--- config.mk ---
export PLATFORM = sky130hd
export DESIGN_NAME = ctk_ram
export DESIGN_NICKNAME = d
export VERILOG_FILES = /design/src/hw/rtl/ctk_ram.sv
export SDC_FILE = /design/constraint.sdc
export NUM_CORES = 1
export LEC_CHECK = 0
export ABC_AREA = 1
export BUFFER_PORTS_ARGS = -buffer_cell sky130_fd_sc_hd__buf_2
export CORE_ASPECT_RATIO = 0.7
export CORE_MARGIN = 10
export CORE_UTILIZATION = 40
export DETAILED_ROUTE_END_ITERATION = 10
export PLACE_DENSITY = 0.56
export SYNTH_ARGS = -nofsm -noshare
export SYNTH_HDL_FRONTEND = slang
export SYNTH_SLANG_ARGS = --single-unit
--- constraint.sdc ---
create_clock -name clk -period 4.7 [get_ports clk]
set_clock_uncertainty 0.15 [all_clocks]
set_input_delay 0 -clock clk [delete_from_list [all_inputs] [get_ports clk]]
set_output_delay 0 -clock clk [all_outputs]
set_load 0.01 [all_outputs]
--- src/hw/rtl/ctk_ram.sv ---
// Generic simple dual-port RAM with registered read.
`default_nettype none

module ctk_ram #(
  parameter int WIDTH = 16,
  parameter int DEPTH = 64
) (
  input  wire logic                     clk,
  input  wire logic                     we,
  input  wire logic [$clog2(DEPTH)-1:0] waddr,
  input  wire logic [WIDTH-1:0]         wdata,
  input  wire logic [$clog2(DEPTH)-1:0] raddr,
  output logic      [WIDTH-1:0]         rdata
);

  logic [WIDTH-1:0] mem [DEPTH];

  always_ff @(posedge clk) begin
    if (we) begin
      mem[waddr] <= wdata;
    end
    rdata <= mem[raddr];
  end

endmodule

`default_nettype wire

After elaboration in Yosys (flattened, before gate mapping)
Memories as Yosys holds them, arrays and structs flattened. A register that Yosys moved wholly into a read port is not among the register bits. Cells that the tools add are included.

Flip-flop bits (word level): 0. Memory bits (writable): 1024. Word-level logic and storage cells: 3. Memories: 1.

Memories: mem (words 64, bits a word 16, read ports 1, clocked after Yosys merged registers in 1, wr ports 1, line 16) `logic [WIDTH-1:0] mem [DEPTH];`.

Multiplexer cells: 2.

Operator list (count): $mux W1 (2).

Longest topological paths before layout
Word-level depth: 2. Gate-level depth with buffers: 12.

Least setup slack after synthesis
OpenSTA, ideal clock, no wires.

Path kind: input to register. Start: input we. End: memory mem[48][0] (enable). Data arrival time: 2.124 ns. Data required time: 4.119 ns. Slack: 1.996 ns. Cell stages on the path: 3. Cell sequence: clkbuf_1 -> nand4_1 -> nor4_1.

Word-level cells in the longest chain between the ends: 2.

Ends and longest elaborated chain: from (decl) (line 9) `input wire logic we,`; $mux W1 (line 19) `if (we) begin`; $mux W1 (not written as such) (line 20) `mem[waddr] <= wdata;`; to (decl) (line 16).

No other way between the ends.

==> summary.txt <==
most instantiated library cell after synthesis - nand2_1
gate count of the mapped netlist - 3517
leading cell types by count after synthesis - 1296 x nand2_1, 1024 x edfxtp_1, 871 x nand3_1
CTS H-tree depth - 3
post-synth net total - 3547
TNS Setup - 0 ns
sequential fraction of the synthesis area - 73.8%
required time of the worst setup path - 5.14 ns
detailed-route via count - 27.4k
share of final-layout standard cells stronger than drive strength 1 - 8.77%
Hold WC Path Type - primary input to flip-flop
power density relative to cell area - 412 nW/µm²
cell area after synthesis - 42100 µm²
crit-path max cell delay - 0.56 ns
upper clock frequency limit - 0.285 GHz
Vias/cell - 5.40
run status - completed
data arrival time of the critical path - 3.95 ns
crit start category - primary input
area added between synthesis and finish - 12.2%
die area - 119000 µm²
final critical delay including setup and external delays - 3.51 ns
starting utilization of the core area - 40.4%
total setup violations reported at the end of the flow - 0
io pins - 46
number of detailed-routing iterations run before antenna repair - 6
DRT iter0 DRCs - 3530
max-cap violation count - 0
Routed WL per cell - 24.2 µm
leakage power - 16.9 nW
Overall Global Routing Usage - 20.1%
unrepaired setup endpoints after global routing - no
relative slew slack - 32.0%
average cell area after synthesis - 12.0 µm²
setup fix buffers added after clock tree synthesis - 0
maximum clock path buffer count - 3
vias in the first global route - 25.1k
maximum number of pins on one net before global-route repair - 156
number of placement rows - 99
final wirelength - 123000 µm
Least-Margin Pin Slew - 1.02 ns
DRC violations left - 0
Reg2Reg Setup Slack - 1.98 ns
library cells used by synthesis - 16
IO Port Bufs - 45
capturing element type of the critical path - flip-flop
post-route total power - 19.5 mW
Die Width - 408 µm
number of pins with negative max-slew slack in the final report - 0
insertion delay to the later sink of the worst-skew pair - 0.71 ns
number of antenna-violating nets in the routed design - 0
number of hold-slack violations in the final timing report - 0
critical path start-end classification - primary input to flip-flop
dominant synthesized flop cell - edfxtp_1
yosys warns - 0
Nets - 3617
core outline area - 104000 µm²
worst-path maximum fanout - 155
aggregate global routing overflow - 0
clock-pin transition on the worst setup and hold timing paths - 0.06 ns
async set or reset register ratio after synthesis - 0%
Period Utilization, post-route - 74.7%
last weighted congestion value of the routability-driven placer - 0.818
global-route wire length before repair - 179000 µm
CTS Buf Count - 97
DP HPWL - 68600 µm
count of flip-flops with a built-in enable after synthesis - 1024
area fraction of the dominant cell type after synthesis - 73.0%
antenna violations before repair - 10
Die Height - 291 µm
largest cells by area after synthesis - edfxtp_1 73%, nand2_1 12%, nand3_1 10%
sinks on the clock net - 1040
cell chain of the critical path - dlygate4sd3_1 -> buf_8 -> inv_16 -> buf_12 -> nand2_1 -> nand3_1 -> nand3_1 -> nand2_1 -> nand2_1 -> nand3_1 -> nand3_1 -> dlygate4sd3_1 -> nand2_1 -> dlygate4sd3_1
worst IR drop on VDD - 0.000336 V
clk root buf - clkbuf_16
CTS tree - done
slowest cell on the critical path - dlygate4sd3_1
count of state elements after synthesis - 1040
cell type with the largest total area after synthesis - edfxtp_1
[final cells by class]
class,count,area [µm²]
diodes,4,10.0
clock buffers,128,2680
clock inverters,45,464
fillers,9529,57000
inverters,12,72.6
multi-input cells,2240,9600
flip-flops and latches,1040,31100
well taps,1414,1770
repair buffers,196,1590
[critical path, delay by kind of cell]
family                 cells  cell delay [ns]
buffers and inverters      6             2.73
AND/OR/NAND/NOR            8             0.97
[repair_timing]
item	in CTS	in global routing
hold buffers	34	0
hold endpoints to repair	1108	0
gates resized for setup	0	0
[sequential cells by signal (all words and copies together), names as in the netlist]
signal	count
mem	1024
rdata	16
[cells in the final DEF, fill, tap and decap left out]
cell type      synthesis  routed
buf_2                113      42
clkinv_2               0      21
buf_12                 0      10
inv_4                  0       1
inv_1                  9       8
nor2_1                56      54
diode_2                0       4
clkbuf_8               0       9
edfxtp_1            1024    1024
dfxtp_1               16      16
clkbuf_16              0      99
buf_8                  1       2
nand4_1                9       9
clkbuf_1              26      20
buf_4                 19     108
inv_16                 0       1
nor4_2                 0       8
bufinv_16              0       7
nand3_1              871     871
clkinv_4               0       1
clkinv_1               0       8
nand2_1             1296    1296
inv_6                  0       2
dlygate4sd3_1          0      34
clkinv_16              0       2
clkinvlp_4             0       5
inv_8                  1       1
nor2_2                 0       2
[cells by family (layout without fill, tap and decap cells)]
group / after synthesis / count (layout) / share of synthesized area, %
DFF: 1040 / 1040 / 73.8
and+or+nand+nor: 2240 / 2240 / 22.7
buffers and inverters: 237 / 381 / 3.54
other: 0 / 4 / 0
[routing by layer]
metal,share of wire [%],wire (µm),vias up,GRT usage (%)
met5,0.069,85,-,0
met4,1.5,1850,12,3.63
met3,10,12800,134,5.25
met2,40,48900,1199,26.5
met1,48,59200,13579,32.4
li1,-,-,12522,-
[metrics by stage]
stage	setup WS (ns)	hold WS, ns	std cells	area, µm²	util [%]
2_1_floorplan	2.00	-0.0511	3517	42100	-
3_3_place_gp	1.91	0.288	4868	43800	42.0
3_5_place_dp	1.94	0.286	4868	43800	42.0
4_1_cts	1.35	0.108	5075	47200	45.3
5_1_grt	1.08	0.131	5077	47200	45.3
6_report	1.19	0.150	5079	47200	45.3
[path summary, 6_finish.rpt]
kind	start	endpoint	depth (start not counted)
setup / recovery	raddr[0]	rdata[4]	14
hold / removal	wdata[4]	mem[63][4]	2
setup reg to reg	mem[63][4]	rdata[4]	10
hold reg to reg	mem[28][8]	rdata[8]	8
[where the power goes]
part	switching (mW)	internal, mW	leakage (nW)
combinational	0.978	0.303	6.00
clock	3.49	4.40	1.53
sequential	0.0460	10.3	9.35
Note: power is estimated with default switching activity, not from simulation.
