<file path="config.mk">
export PLATFORM = sky130hd
export DESIGN_NAME = ctk_cell
export DESIGN_NICKNAME = d
export VERILOG_FILES = /design/src/hw/rtl/ctk_pkg.sv /design/src/hw/rtl/ctk_cell.sv
export SDC_FILE = /design/constraint.sdc
export NUM_CORES = 1
export LEC_CHECK = 0
export BUFFER_PORTS_ARGS = -buffer_cell sky130_fd_sc_hd__buf_2
export CORE_ASPECT_RATIO = 1.5
export CORE_MARGIN = 2
export CORE_UTILIZATION = 30
export DETAILED_ROUTE_END_ITERATION = 12
export MAX_ROUTING_LAYER = met4
export SYNTH_ARGS = -nofsm -noshare
export SYNTH_HDL_FRONTEND = slang
export SYNTH_SLANG_ARGS = --single-unit
</file>
<file path="constraint.sdc">
create_clock -name clk -period 4.5 [get_ports clk]
set_clock_uncertainty 0.2 [all_clocks]
set_input_delay 0.45 -clock clk [delete_from_list [all_inputs] [get_ports clk]]
set_output_delay 0.45 -clock clk [all_outputs]
set_load 0.02 [all_outputs]
</file>
<file path="src/hw/rtl/ctk_pkg.sv">
// Shared constants, codes and types of the cosine top-K vector search block.
`default_nettype none

package ctk_pkg;

  localparam int ENTRIES    = 256;
  localparam int DIMS       = 64;
  localparam int TOP_K      = 16;
  localparam int VALUE_BITS = 16;

  localparam int ENTRY_W = (ENTRIES > 1) ? $clog2(ENTRIES) : 1;
  localparam int DIM_W   = (DIMS > 1) ? $clog2(DIMS) : 1;
  localparam int K_W     = $clog2(TOP_K + 1);
  localparam int VEC_AW  = ENTRY_W + DIM_W;

  localparam int KIND_W     = 2;
  localparam int CFG_IDX_W  = 2;
  localparam int CFG_DATA_W = 16;
  localparam int MAXRES_W   = 5;
  localparam int DIMSCFG_W  = 7;

  // Arithmetic widths of the score datapath.
  localparam int MAG_W    = 2 * VALUE_BITS - 1 + DIM_W;
  localparam int DOT_W    = 2 * VALUE_BITS + DIM_W;
  localparam int SQ_IN_W  = MAG_W + 8;
  localparam int SQ_IN_WE = SQ_IN_W + (SQ_IN_W % 2);
  localparam int SQ_W     = SQ_IN_WE / 2;
  localparam int D_W      = 2 * SQ_W;
  localparam int SHIFT    = VALUE_BITS - 1 + 8;
  localparam int DIV_A    = DOT_W + SHIFT;
  localparam int DIV_B    = D_W + VALUE_BITS;
  localparam int DIV_W    = ((DIV_A > DIV_B) ? DIV_A : DIV_B) + 1;
  localparam int QCNT_W   = $clog2(VALUE_BITS + 1);

  localparam logic [KIND_W-1:0] KIND_STORE  = 2'd0;
  localparam logic [KIND_W-1:0] KIND_DELETE = 2'd1;
  localparam logic [KIND_W-1:0] KIND_QUERY  = 2'd2;

  localparam logic [CFG_IDX_W-1:0] CFG_ENABLED   = 2'd0;
  localparam logic [CFG_IDX_W-1:0] CFG_THRESHOLD = 2'd1;
  localparam logic [CFG_IDX_W-1:0] CFG_MAX_RES   = 2'd2;
  localparam logic [CFG_IDX_W-1:0] CFG_DIMS      = 2'd3;

  localparam logic [MAXRES_W-1:0]  MAXRES_RESET = 5'd10;
  localparam logic [DIMSCFG_W-1:0] DIMS_RESET   = 7'd64;

  localparam logic signed [VALUE_BITS-1:0] SCORE_MAX = {1'b0, {(VALUE_BITS-1){1'b1}}};
  localparam logic signed [VALUE_BITS-1:0] SCORE_MIN = {1'b1, {(VALUE_BITS-1){1'b0}}};

  typedef struct packed {
    logic                         valid;
    logic signed [VALUE_BITS-1:0] score;
    logic [ENTRY_W-1:0]           entry;
  } cell_t;

  typedef struct packed {
    logic clear;
    logic insert;
    logic shift;
  } cell_ctl_t;

  typedef struct packed {
    logic                         done;
    logic signed [VALUE_BITS-1:0] score;
  } score_res_t;

endpackage

`default_nettype wire

</file>
<file path="src/hw/rtl/ctk_cell.sv">
// One cell of the sorted top-K hit list.
`default_nettype none

module ctk_cell (
  input  wire logic              clk,
  input  wire logic              rst_n,
  input  wire ctk_pkg::cell_ctl_t ctl,
  input  wire ctk_pkg::cell_t    cand,
  input  wire logic              limit_ok,
  input  wire ctk_pkg::cell_t    left,
  input  wire logic              left_ins,
  input  wire ctk_pkg::cell_t    right,
  output ctk_pkg::cell_t         cur,
  output logic                   ins
);

  ctk_pkg::cell_t cur_r;
  ctk_pkg::cell_t cur_nxt;

  // A held score that is equal to the candidate stays ahead: it has the lower entry.
  assign ins = limit_ok && !(cur_r.valid && ($signed(cur_r.score) >= $signed(cand.score)));
  assign cur = cur_r;

  always_comb begin
    cur_nxt = cur_r;
    priority if (ctl.clear) begin
      cur_nxt.valid = 1'b0;
    end else if (ctl.shift) begin
      cur_nxt = right;
    end else if (ctl.insert && ins) begin
      if (left_ins) begin
        cur_nxt = left;
      end else begin
        cur_nxt       = cand;
        cur_nxt.valid = 1'b1;
      end
    end
  end

  always_ff @(posedge clk) begin
    if (!rst_n) begin
      cur_r.valid <= 1'b0;
    end else begin
      cur_r <= cur_nxt;
    end
  end

endmodule

`default_nettype wire

</file>
# Yosys cells after proc, flatten, opt, wreduce, memory -nomap -nowiden
# Cells that the tools add are included.
[totals]
reg_bits = 25
in_bits = 82
out_inout_bits = 26
[classes]
order_cmp = 1
muxes = 3
bitwise = 2
reduce_logical = 7
[op_table]
columns = ["cell", "n"]
rows = [
  ["$mux 25", 3],
  ["$ge 16x16->1", 1],
  ["$logic_and 1x1->1", 3],
  ["$reduce_and 3->1", 1],
  ["$not 1->1", 2],
  ["$reduce_bool 2->1", 1],
  ["$reduce_or 2->1", 1],
  ["$logic_not 1->1", 1],
]

# Longest topological paths before layout
[depth]
word_depth = 7
depth_mapped = 8

# Least setup slack after synthesis
# Ideal clock, no wire load.
[synth_timing]
path_type = "reg2reg"
from = "register cur_r (netlist bit cur[23])"
to = "register cur_r (netlist bit cur[0]) (enable)"
arrival_time_ps = 2712
required_ps = 3902
setup_slack_ps = 1190
path_stages_with_launch = 7
n_path_buf = 0
path_cell_list = "edfxtp_1 > ha_1 > nand4_1 > o311ai_1 > a211oi_1 > mux2_4 > a2111oi_4"
[synth_between]
elab_chain_len = 7
[synth_lines]
columns = ["element", "line_no", "source"]
rows = [
  ["from (decl)", "ctk_cell.sv:17", "ctk_pkg::cell_t cur_r;"],
  ["from (signal assigned)", "ctk_cell.sv:44", "cur_r <= cur_nxt;"],
  ["$ge 16x16->1", "ctk_cell.sv:21", "assign ins = limit_ok && !(cur_r.valid && ($signed(cur_r.score) >= $signed(cand.score)));"],
  ["$logic_and 1x1->1", "ctk_cell.sv:21", ""],
  ["$logic_not 1->1", "ctk_cell.sv:21", ""],
  ["$logic_and 1x1->1", "ctk_cell.sv:21", ""],
  ["$logic_and 1x1->1", "ctk_cell.sv:30", "end else if (ctl.insert && ins) begin"],
  ["$reduce_bool 2->1 (no line)", "n/a", ""],
  ["$reduce_and 3->1 (no line)", "n/a", ""],
]
# No other way between the ends.
# A chain may end at the register's enable or synchronous reset.

# Worst setup path in the final report
[layout_timing]
from = "register cur_r (netlist bit cur[23])"
to = "output port ins"
[layout_between]
elab_chain_len = 4
[layout_lines]
columns = ["element", "line_no", "source"]
rows = [
  ["$ge 16x16->1", "ctk_cell.sv:21", ""],
  ["$logic_and 1x1->1", "ctk_cell.sv:21", ""],
  ["$logic_not 1->1", "ctk_cell.sv:21", ""],
  ["$logic_and 1x1->1", "ctk_cell.sv:21", ""],
  ["to (decl)", "ctk_cell.sv:14", "output logic ins"],
]
# No other way between the ends.

==> metrics.txt <==
signed area change from the synthesized netlist to the final layout=37.0%; main flop type after synthesis=sky130_fd_sc_hd__edfxtp_1; gate count after technology mapping=174; count of flip-flops with a built-in enable after synthesis=24; critical-path maximum fanout=5; height of the die=96.9 µm; final cell area excluding filler cells=0.00237 mm²; number of failing hold endpoints at the final stage=0; number of primary I/O pins=108; area of the die=0.00639 mm²; hold bufs inserted after CTS=0; worst setup path category=register to output pin; syn avg cell area=9.92 µm²; Post-Place Setup Slack=1.33 ns; number of optimization iterations in the first detailed-route pass=5; global-route wire length before repair=6680 µm; non-filler instance count after layout=about 350; via total after detailed routing=around 1600; die boundary width=65.9 µm; count of cells resized by post-cts repair=0; worst vdd rail ir drop=122 µV; H-tree depth reported by CTS=1; drt via density=4.62; final-stage net count=376; Port-buffer cells=106; Initial Utilization=31.2%; remaining number of nets flagged by the antenna check after routing=0; outcome=complete, no violations; post-route clock period utilization=about two thirds; fin worst setup slack=1.47 ns; number of maximum-capacitance violations=0; CTS tree=built; summed negative setup slack over all endpoints=0 ns; clock sink count=25; Global Route Usage Sum=13.4%; number of flip-flops in the largest register=25; Cell Rows=33; instance area after placement=0.00232 mm²; DPL Wire Length=3290 µm; kind of path behind the tightest hold check=input pin to register; placeable core region=roughly 0.0055 mm²; Cell Pwr Density=231 mW/mm²; remaining routing DRC violations=0; clock insertion delay at the later pin of the skew report=0.27 ns; total setup buffers inserted after CTS=0; max-slew violations=0; Unique masters post-synth=26; unrepaired setup endpoints after global routing=false; headroom to the max-slew limit=47.8%; number of DRC markers in iteration 0=51; maximum clock frequency=330 MHz; number of synthesized register bits=25; final RePlAce weighted congestion=0.737; leading post-synthesis cells by cell area=sky130_fd_sc_hd__edfxtp_1 42%, sky130_fd_sc_hd__mux2i_1 14%, sky130_fd_sc_hd__ha_1 12%; share of synthesized flip-flops with an asynchronous set or reset=0%; total clock buffers created by CTS=3; Synth area leader=sky130_fd_sc_hd__edfxtp_1; number of setup violations in the final report=0; most frequent cell after synthesis=sky130_fd_sc_hd__nand2_1; Worst Path Required=3.85 ns; grt ovf=0; crit path DAT=2.38 ns; Critical Path End Type=output pin; leakage power total=between 1 and 1.5 nW; list of most frequent post-synthesis cells=28 x sky130_fd_sc_hd__nand2_1, 24 x sky130_fd_sc_hd__edfxtp_1, 24 x sky130_fd_sc_hd__mux2i_1; sum of routed wire length over all layers=4220 µm; number of antenna diodes=0; minimum clock period after layout=3.03 ns; Netlist Area Pre-Place=0.00173 mm²; share of the core filled with cells=between 40% and 50%; launching element type of the critical path=register; Synth Net Count=272; warning count from the yosys run=0; maximum clock path buffer count=2; register area share after synthesis=42.9%; share of Yosys cell area claimed by the top area cell type=41.7%; vias in the first global route=1569; worst-margin pin slew=0.784 ns; antenna violations before repair=0; average wire per cell in the routed design=12.1 µm; clock transition at the register clock pins on the worst setup and hold paths after CTS=0.09 ns; Clk Tree Root Cell=sky130_fd_sc_hd__clkbuf_8; pin count of the biggest net entering global routing=53; ratio of cells with drive above 1 in the final layout=40.8%; Post-Place Cells=343
[cells by family after synthesis]
kind of cell	share of synthesized area [%]
and+or+nand+nor	9.64
AOI/OAI and AO/OA	15.3
buffers and inverters	5.80
DFF	42.9
muxes	14.8
adders and majority gates	11.6
[critical path, cell delays in order (launching register included)]
cell and delay, ns:
sky130_fd_sc_hd__edfxtp_1 0.41, sky130_fd_sc_hd__ha_1 0.37, sky130_fd_sc_hd__nand4_1 0.21, sky130_fd_sc_hd__o311ai_1 0.35, sky130_fd_sc_hd__a211oi_1 0.10, sky130_fd_sc_hd__mux2_4 0.35, sky130_fd_sc_hd__a21boi_1 0.15, sky130_fd_sc_hd__buf_2 0.18
[where the power goes]
| group | switching [mW] | internal [mW] | leakage [nW] |
|---|---|---|---|
| combinational | 0.0726 | 0.0647 | 0.943 |
| clock | 0.0762 | 0.0620 | 0.0255 |
| sequential | 0.00366 | 0.268 | 0.232 |
| total | 0.152 | 0.395 | 1.20 |
[path summary, 6_finish.rpt]
| check | endpoint | depth (start not counted) | slack (ns) | start |
|---|---|---|---|---|
| worst min-delay path | cur[3]$_DFFE_PP_ | 3 | 0.25 | right[3] |
| worst max-delay path | ins | 7 | 1.47 | cur[23]$_DFFE_PP_ |
| worst min register to register | cur[24]$_SDFFE_PP0P_ | 4 | 0.59 | cur[24]$_SDFFE_PP0P_ |
| worst max register to register | cur[8]$_DFFE_PP_ | 7 | 1.52 | cur[23]$_DFFE_PP_ |
[final cells by class]
cell class / instances / area, µm²
fillers: 607 / 3170
repair buffers: 107 / 538
multi-input cells: 123 / 886
clock inverters: 1 / 5.00
well taps: 70 / 87.6
flip-flops and latches: 25 / 741
clock buffers: 3 / 41.3
inverters: 18 / 67.6
[layer usage]
metal,global-route usage [%],vias up,wire length [µm]
li1,-,832,-
met1,14.5,712,1710
met2,25.2,57,2240
met3,1.51,2,238
met4,3.30,0,26
met5,-,-,0
[placed cells by master, fill, tap and decap left out, types with 2 or more instances in the layout]
master and instances:
sky130_fd_sc_hd__a21o_1 2, sky130_fd_sc_hd__nand3_1 2, sky130_fd_sc_hd__nor3_1 2, sky130_fd_sc_hd__nand4_1 4, sky130_fd_sc_hd__buf_2 106, sky130_fd_sc_hd__nor2b_1 2
sky130_fd_sc_hd__o21ai_0 18, sky130_fd_sc_hd__ha_1 16, sky130_fd_sc_hd__inv_1 18, sky130_fd_sc_hd__edfxtp_1 24, sky130_fd_sc_hd__a21oi_1 8, sky130_fd_sc_hd__clkbuf_8 3
sky130_fd_sc_hd__mux2i_1 24, sky130_fd_sc_hd__nand2_1 28, sky130_fd_sc_hd__o21ai_1 7
[stage by stage]
stage | power [mW] | hold slack, ns
CTS | 0.556 | 0.243
detailed placement | 0.417 | 0.533
global placement | 0.414 | 0.528
floorplan | 0.357 | 0.415
finish | 0.547 | 0.249
global route | 0.581 | 0.265
Note: power is estimated with default switching activity, not from simulation.
