[config.mk]
export PLATFORM = sky130hd
export DESIGN_NAME = ctk_score
export DESIGN_NICKNAME = d
export VERILOG_FILES = /design/src/hw/rtl/ctk_pkg.sv /design/src/hw/rtl/ctk_score.sv
export SDC_FILE = /design/constraint.sdc
export NUM_CORES = 2
export LEC_CHECK = 0
export ABC_AREA = 1
export BUFFER_PORTS_ARGS = -buffer_cell sky130_fd_sc_hd__buf_2
export CORE_AREA = 2 2 379 381
export DETAILED_ROUTE_END_ITERATION = 10
export DIE_AREA = 0 0 381 383
export SYNTH_ARGS = -nofsm -noshare
export SYNTH_HDL_FRONTEND = slang
export SYNTH_SLANG_ARGS = --single-unit
[constraint.sdc]
create_clock -name clk -period 14.15 [get_ports clk]
set_clock_uncertainty 0.2 [all_clocks]
set_input_delay 1.415 -clock clk [delete_from_list [all_inputs] [get_ports clk]]
set_output_delay 1.415 -clock clk [all_outputs]
set_load 0.02 [all_outputs]
[src/hw/rtl/ctk_pkg.sv]
// Shared constants, codes and types of the cosine top-K vector search block.
`default_nettype none

package ctk_pkg;

  localparam int ENTRIES    = 256;
  localparam int DIMS       = 64;
  localparam int TOP_K      = 16;
  localparam int VALUE_BITS = 16;

  localparam int ENTRY_W = (ENTRIES > 1) ? $clog2(ENTRIES) : 1;
  localparam int DIM_W   = (DIMS > 1) ? $clog2(DIMS) : 1;
  localparam int K_W     = $clog2(TOP_K + 1);
  localparam int VEC_AW  = ENTRY_W + DIM_W;

  localparam int KIND_W     = 2;
  localparam int CFG_IDX_W  = 2;
  localparam int CFG_DATA_W = 16;
  localparam int MAXRES_W   = 5;
  localparam int DIMSCFG_W  = 7;

  // Arithmetic widths of the score datapath.
  localparam int MAG_W    = 2 * VALUE_BITS - 1 + DIM_W;
  localparam int DOT_W    = 2 * VALUE_BITS + DIM_W;
  localparam int SQ_IN_W  = MAG_W + 8;
  localparam int SQ_IN_WE = SQ_IN_W + (SQ_IN_W % 2);
  localparam int SQ_W     = SQ_IN_WE / 2;
  localparam int D_W      = 2 * SQ_W;
  localparam int SHIFT    = VALUE_BITS - 1 + 8;
  localparam int DIV_A    = DOT_W + SHIFT;
  localparam int DIV_B    = D_W + VALUE_BITS;
  localparam int DIV_W    = ((DIV_A > DIV_B) ? DIV_A : DIV_B) + 1;
  localparam int QCNT_W   = $clog2(VALUE_BITS + 1);

  localparam logic [KIND_W-1:0] KIND_STORE  = 2'd0;
  localparam logic [KIND_W-1:0] KIND_DELETE = 2'd1;
  localparam logic [KIND_W-1:0] KIND_QUERY  = 2'd2;

  localparam logic [CFG_IDX_W-1:0] CFG_ENABLED   = 2'd0;
  localparam logic [CFG_IDX_W-1:0] CFG_THRESHOLD = 2'd1;
  localparam logic [CFG_IDX_W-1:0] CFG_MAX_RES   = 2'd2;
  localparam logic [CFG_IDX_W-1:0] CFG_DIMS      = 2'd3;

  localparam logic [MAXRES_W-1:0]  MAXRES_RESET = 5'd10;
  localparam logic [DIMSCFG_W-1:0] DIMS_RESET   = 7'd64;

  localparam logic signed [VALUE_BITS-1:0] SCORE_MAX = {1'b0, {(VALUE_BITS-1){1'b1}}};
  localparam logic signed [VALUE_BITS-1:0] SCORE_MIN = {1'b1, {(VALUE_BITS-1){1'b0}}};

  typedef struct packed {
    logic                         valid;
    logic signed [VALUE_BITS-1:0] score;
    logic [ENTRY_W-1:0]           entry;
  } cell_t;

  typedef struct packed {
    logic clear;
    logic insert;
    logic shift;
  } cell_ctl_t;

  typedef struct packed {
    logic                         done;
    logic signed [VALUE_BITS-1:0] score;
  } score_res_t;

endpackage

`default_nettype wire

[src/hw/rtl/ctk_score.sv]
// Cosine score unit: two bit-serial square roots, one multiply, a restoring divide.
`default_nettype none

module ctk_score (
  input  wire logic                              clk,
  input  wire logic                              rst_n,
  input  wire logic                              start,
  input  wire logic signed [ctk_pkg::DOT_W-1:0]  dot,
  input  wire logic [ctk_pkg::MAG_W-1:0]         mq,
  input  wire logic [ctk_pkg::MAG_W-1:0]         mv,
  output ctk_pkg::score_res_t                    res
);

  typedef enum logic [5:0] {
    E_IDLE = 6'b000001,
    E_SQRT = 6'b000010,
    E_MUL  = 6'b000100,
    E_PREP = 6'b001000,
    E_DIV  = 6'b010000,
    E_FIN  = 6'b100000
  } eng_state_t;

  eng_state_t st_r, st_nxt;

  logic [ctk_pkg::SQ_IN_WE-1:0]   n1_r, n2_r, r1_r, r2_r, bit_r;
  logic [ctk_pkg::SQ_IN_WE-1:0]   n1_nxt, n2_nxt, r1_nxt, r2_nxt, t1, t2;
  logic [ctk_pkg::D_W-1:0]        d_r;
  logic [ctk_pkg::DIV_W-1:0]      rem_r, ds_r;
  logic [ctk_pkg::VALUE_BITS-1:0] q_r;
  logic [ctk_pkg::QCNT_W-1:0]     b_r;
  logic [ctk_pkg::DOT_W-1:0]      mag_r;
  logic                           neg_r, zero_r, ovf_r, done_r, ge;
  logic signed [ctk_pkg::VALUE_BITS-1:0] score_r, score_nxt;

  assign res.done  = done_r;
  assign res.score = score_r;

  // One step of the digit-by-digit square root for each magnitude.
  always_comb begin
    t1     = r1_r + bit_r;
    t2     = r2_r + bit_r;
    n1_nxt = n1_r;
    n2_nxt = n2_r;
    r1_nxt = r1_r >> 1;
    r2_nxt = r2_r >> 1;
    if (n1_r >= t1) begin
      n1_nxt = n1_r - t1;
      r1_nxt = (r1_r >> 1) + bit_r;
    end
    if (n2_r >= t2) begin
      n2_nxt = n2_r - t2;
      r2_nxt = (r2_r >> 1) + bit_r;
    end
  end

  assign ge = rem_r >= ds_r;

  always_comb begin
    if (zero_r) begin
      score_nxt = '0;
    end else if (neg_r) begin
      score_nxt = (ovf_r || q_r[ctk_pkg::VALUE_BITS-1]) ? ctk_pkg::SCORE_MIN : -$signed(q_r);
    end else begin
      score_nxt = (ovf_r || (q_r >= ctk_pkg::SCORE_MAX)) ? ctk_pkg::SCORE_MAX : $signed(q_r);
    end
  end

  always_comb begin
    st_nxt = st_r;
    unique case (st_r)
      E_IDLE: if (start) st_nxt = ((mq == '0) || (mv == '0)) ? E_FIN : E_SQRT;
      E_SQRT: if (bit_r[0]) st_nxt = E_MUL;
      E_MUL:  st_nxt = E_PREP;
      E_PREP: st_nxt = E_DIV;
      E_DIV:  if (b_r == '0) st_nxt = E_FIN;
      E_FIN:  st_nxt = E_IDLE;
      default: st_nxt = E_IDLE;
    endcase
  end

  always_ff @(posedge clk) begin
    if (!rst_n) begin
      st_r   <= E_IDLE;
      done_r <= 1'b0;
    end else begin
      st_r   <= st_nxt;
      done_r <= (st_r == E_FIN);
    end
  end

  always_ff @(posedge clk) begin
    unique case (st_r)
      E_IDLE: begin
        if (start) begin
          neg_r  <= dot < 0;
          mag_r  <= (dot < 0) ? ctk_pkg::DOT_W'(-dot) : ctk_pkg::DOT_W'(dot);
          zero_r <= (mq == '0) || (mv == '0);
          n1_r   <= ctk_pkg::SQ_IN_WE'(mq) << 8;
          n2_r   <= ctk_pkg::SQ_IN_WE'(mv) << 8;
          r1_r   <= '0;
          r2_r   <= '0;
          bit_r  <= ctk_pkg::SQ_IN_WE'(1) << (ctk_pkg::SQ_IN_WE - 2);
        end
      end
      E_SQRT: begin
        n1_r  <= n1_nxt;
        n2_r  <= n2_nxt;
        r1_r  <= r1_nxt;
        r2_r  <= r2_nxt;
        bit_r <= bit_r >> 2;
      end
      E_MUL: begin
        d_r <= r1_r[ctk_pkg::SQ_W-1:0] * r2_r[ctk_pkg::SQ_W-1:0];
      end
      E_PREP: begin
        rem_r <= (ctk_pkg::DIV_W'(mag_r) << ctk_pkg::SHIFT) + ctk_pkg::DIV_W'(d_r >> 1);
        ds_r  <= ctk_pkg::DIV_W'(d_r) << ctk_pkg::VALUE_BITS;
        b_r   <= ctk_pkg::QCNT_W'(ctk_pkg::VALUE_BITS);
        q_r   <= '0;
        ovf_r <= 1'b0;
      end
      E_DIV: begin
        // The first step only checks that the quotient fits; later steps make one bit each.
        if (b_r == ctk_pkg::QCNT_W'(ctk_pkg::VALUE_BITS)) begin
          ovf_r <= ge;
        end else begin
          if (ge) begin
            rem_r <= rem_r - ds_r;
          end
          q_r <= {q_r[ctk_pkg::VALUE_BITS-2:0], ge};
        end
        ds_r <= ds_r >> 1;
        b_r  <= b_r - 1'b1;
      end
      E_FIN: begin
        score_r <= score_nxt;
      end
      default: begin
      end
    endcase
  end

endmodule

`default_nettype wire

=== Word level (Yosys, flattened, before mapping) ===
Index checks and enable logic that the tools add are counted.
Widths: inputs -> output; s select.

* Register bits: 487
* Bits in latches: 0
* Bits in writable memories: 0
* Bits in read-only memories: 0
* Bits of input ports: 115
* Output and inout port bits: 17
* Logic and storage cells: 96
* Memories: 0

* Add/subtract/negate cells: 11
* $mul: 1
* Divide/modulo/power cells: 0
* Magnitude comparators: 5
* Eq/ne operators: 15
* Shifts and indexed selects: 0
* Multiplexer cells: 31
* Bitwise operators: 0
* Reductions and logical operators: 16

{| class="wikitable"
|+ Operators by type and width
! cell !! number
|-
| $pmux 46 s2 || 5
|-
| $mux 46 || 8
|-
| $pmux 63 s2 || 2
|-
| $mux 63 || 2
|-
| $add 45x46->46 || 2
|-
| $add 46x46->46 || 2
|-
| $ge 46x46->1 || 2
|-
| $sub 46x46->46 || 2
|-
| $logic_not 37->1 || 2
|-
| $mux 16 || 4
|-
| $ge 63x63->1 || 1
|-
| $sub 63x63->63 || 1
|-
| $add 61x45->62 || 1
|-
| $mul 23x23->46 || 1
|-
| $lt 38x1->1 const B || 1
|-
| $mux 38 || 1
|-
| $neg 38->38 || 1
|-
| $pmux 16 s2 || 1
|-
| $pmux 6 s5 || 1
|-
| $mux 6 || 4
|-
| $ge 16x15->1 const B || 1
|-
| $ne 2x2->1 const B || 8
|-
| $neg 16->16 || 1
|-
| $reduce_and 3->1 || 4
|-
| 15 further kinds || 21
|}

=== Logic depth before layout (Yosys ltp) ===
* Word-level depth: 5
* Depth in mapped cells: 29

=== Worst setup path after synthesis ===
Ideal clock, no wire load.

* Kind: in2reg
* Start: input start
* End: register n1_r[0] in the netlist's numbering, enable pin
* Arrival: 11.696 ns
* Path slack: 1.852 ns
* Stages on the path: 4
* Path buffers: 0
* Cells stage by stage: inv_1 > o21ai_0 > o21ai_0 > inv_1

* Longest elaborated chain between the ends: 2

{| class="wikitable"
|+ RTL lines
! what !! RTL line !! RTL
|-
| start, declared || ctk_score.sv:7 || <nowiki>input wire logic start,</nowiki>
|-
| $ne 2x2->1 (no source line) || n/a ||
|-
| $reduce_and 3->1 (no source line) || n/a ||
|-
| end signal, assigned || ctk_score.sv:98 || <nowiki>n1_r <= ctk_pkg::SQ_IN_WE'(mq) << 8;</nowiki>
|-
| end signal, assigned || ctk_score.sv:106 || <nowiki>n1_r <= n1_nxt;</nowiki>
|-
| end, declared || ctk_score.sv:25 || <nowiki>logic [ctk_pkg::SQ_IN_WE-1:0] n1_r, n2_r, r1_r, r2_r, bit_r;</nowiki>
|}

No other way between the ends.
A chain may end at the register's enable or synchronous reset.

=== Worst setup path after layout ===
* Start: register r1_r[6] in the netlist's numbering
* End: register d_r[44] in the netlist's numbering, data pin

* Longest elaborated chain between the ends: 1

{| class="wikitable"
|+ RTL lines
! what !! RTL line !! RTL
|-
| start, declared || ctk_score.sv:25 ||
|-
| start signal, assigned || ctk_score.sv:108 || <nowiki>r1_r <= r1_nxt;</nowiki>
|-
| $mul 23x23->46 || ctk_score.sv:113 || <nowiki>d_r <= r1_r[ctk_pkg::SQ_W-1:0] * r2_r[ctk_pkg::SQ_W-1:0];</nowiki>
|-
| end signal, assigned || ctk_score.sv:113 ||
|-
| end, declared || ctk_score.sv:27 || <nowiki>logic [ctk_pkg::D_W-1:0] d_r;</nowiki>
|}

No other way between the ends.

==> results.sh <==
export IMPL_status="completed"
export IMPL_post_route_period_util=0.528
export IMPL_tightest_slew_ns=1.35
export IMPL_io_buffers=131
export IMPL_hpwl_mm=187
export IMPL_dp_cells=11290
export IMPL_place_gp_congestion=0.993
export IMPL_yosysSeqAreaShare=0.218
export IMPL_criticalPathCategory="flop to flop"
export IMPL_fin_cells=11412
export IMPL_nNetsFinal=10460
export IMPL_insertion_delay_ns=0.70
export IMPL_slew_headroom=0.0977
export IMPL_syn_num_nets=10433
export IMPL_clockRootBuffer="clkbuf_16"
export IMPL_slowest_stage="edfxtp_1"
export IMPL_p_leak_nw=35.2
export IMPL_syn_area_per_cell_sq_um=6.72
export IMPL_worstRegToRegCells=21
export IMPL_crit_chain="nand2_1 > fa_1 > inv_1 > fa_1 > inv_1 > fa_1 > inv_1 > fa_1 > fa_1 > fa_1 > inv_1 > fa_1 > inv_1 > ha_1 > nand2_1 > nor2_1 > nand2_1 > nor3_1 > nand3_1 > nand4_1 > nand2_1"
export IMPL_hold_class="flop to flop"
export IMPL_dr_pass1_iters=6
export IMPL_drt_total_wl_mm=229
export IMPL_design_die_area_sq_um=146000
export IMPL_critPathBufInv=5
export IMPL_antenna_found_initial=6
export IMPL_cts_tree="built"
export IMPL_fmax_mhz=134
export IMPL_drive_gt1_frac=0.0435
export IMPL_multi_input_area_sq_um=41400
export IMPL_worstPathArrival_ns=7.67
export IMPL_synthDistinctLibCells=49
export IMPL_clk_pin_slew_ns=0.06
export IMPL_critPathRequiredTime_ns=14.35
export IMPL_final_cell_mix="nand2_1, inv_1, nor2_1"
export IMPL_synth_warnings=0
export IMPL_drtAntennaViolNets=0
export IMPL_dr_total_vias=61016
export IMPL_cpMostUsedCell="fa_1"
export IMPL_areaGrowthSynthToFinish_pct=7.42
export IMPL_cts_hold_buffers=0
export IMPL_syn_inst=9428
export IMPL_regArea_sq_um=13800
export IMPL_grt_ovfl_total=0
export IMPL_numCtsBuffers=66
export IMPL_pin_count=132
export IMPL_die_x_um=381
export IMPL_fin_tns_setup_ns=0
export IMPL_viasPerCell=5.35
export IMPL_initial_utilization=0.445
export IMPL_hold_path_depth=1
export IMPL_final_common_cell="nand2_1"
export IMPL_postCtsSetupBuffers=0
export IMPL_synthArstFlopShare=0
export IMPL_finalMaxSlewViolations=0
export IMPL_core_sq_um=142000
export IMPL_rows=139
export IMPL_hold_violations=0
export IMPL_cts_resized=0
export IMPL_drc=0
export IMPL_grt_pass1_wl_mm=349
export IMPL_fillers=14913
export IMPL_grt_pass1_vias=58364
export IMPL_ys_ff_latch=463
export IMPL_maxCapViolCount=0
export IMPL_power_density_nw_per_um2=241
export IMPL_min_period_ns=7.47
export IMPL_wl_per_cell_um=20.1
export IMPL_path_max_fanout=30
export IMPL_cts_max_level=3
export IMPL_cts_max_path_buffers=3
export IMPL_crit_path_end_kind="flop"
export IMPL_peakVddDrop_mv=0.683
export IMPL_preCtsSetupSlack_ns=6.89
export IMPL_drtIter0Drc=5645
export IMPL_rsz0062_at_grt="false"
export IMPL_total_power_mw=16.4
export IMPL_setup_ws_ns=6.68
export IMPL_syn_area_sq_um=63300
export IMPL_cpLargestDelayFamily="adder cells"
export IMPL_die_h_um=383
export IMPL_slowest_delay_ns=1.25
export IMPL_synth_edf_count=456
export IMPL_synthFlopType="edfxtp_1"
export IMPL_cts_sinks=463
export IMPL_grtUsageTotal=0.310
export IMPL_start_kind="flop"
export IMPL_setup_viol=0
export IMPL_path_depth=21
export IMPL_grt_max_degree=188
-- cell families after synthesis --
kind of cell               after synthesis  share of synthesized area
AOI/OAI and AO/OA                      888                     0.0740
and+or+nand+nor                       4827                      0.317
adders and majority gates              890                      0.228
buffers and inverters                 2121                      0.129
xor gates and xnor gates               239                     0.0331
DFF                                    463                      0.218
-- routing by layer --
metal	global-route usage	wire (um)	up-vias
li1	-	-	29497
met1	0.439	104000	29088
met2	0.494	102000	2085
met3	0.0392	15400	340
met4	0.0898	6840	6
met5	0	46	-
-- cell usage after synthesis, types with 34 or more instances --
library cell	number	area (sq um)
nand4_1	189	1180
xnor2_1	105	920
a21oi_1	402	2010
nand2_1	3044	11400
fa_1	442	8850
nor4_1	41	257
inv_1	1866	7000
xor2_1	134	1170
edfxtp_1	456	13700
nor2_1	788	2960
nor3_1	94	470
buf_1	81	304
buf_2	73	365
nand3_1	531	2660
nand3b_1	34	255
o21ai_0	371	1860
ha_1	448	5610
clkbuf_1	74	278
nand3_2	41	410
o21bai_1	42	315
-- report_power, final --
part / leakage [nW] / switching, mW / internal, mW
registers: 4.29 / 0.116 / 2.07
logic: 29.8 / 8.33 / 4.14
clock network: 1.06 / 0.731 / 1.02
total: 35.2 / 9.17 / 7.24
-- final timing paths --
| kind | start | end | slack [ns] |
|---|---|---|---|
| setup reg to reg | r1_r[6]$_SDFFCE_PN0P_ | d_r[44]$_DFFE_PP_ | 6.68 |
| hold reg to reg | st_r[4]$_SDFFE_PN0P_ | done_r$_SDFF_PN0_ | 0.30 |
| hold / removal | st_r[4]$_SDFFE_PN0P_ | done_r$_SDFF_PN0_ | 0.30 |
| setup / recovery | r1_r[6]$_SDFFCE_PN0P_ | d_r[44]$_DFFE_PP_ | 6.68 |
-- stage by stage --
stage | hold WS [ns] | utilization | area (sq um)
final | 0.305 | 0.478 | 68000
after global routing | 0.329 | 0.478 | 68000
after CTS | 0.299 | 0.478 | 68000
after detailed placement | 0.290 | 0.463 | 65800
after global placement | 0.287 | 0.463 | 65800
after floorplan | 0.243 | - | 63300
-- state kept, by name, indices dropped and copies added, names as in the netlist, 6 cells and up --
name     count
n1_r        46
d_r         46
r2_r        46
bit_r       23
rem_r       63
mag_r       38
score_r     16
ds_r        62
n2_r        46
q_r         16
st_r         6
r1_r        46
-- area by class of cell --
cell class                      instances  share of cell area
Antenna cell                            2           0.0000736
Clock buffer                           80              0.0260
Clock inverter                         40             0.00627
Inverter                             1879               0.104
Multi-Input combinational cell       6844               0.608
Sequential cell                       463               0.203
Tap cell                             1903              0.0350
Timing Repair Buffer                  201              0.0175
Power figures use the tool's default switching activity.
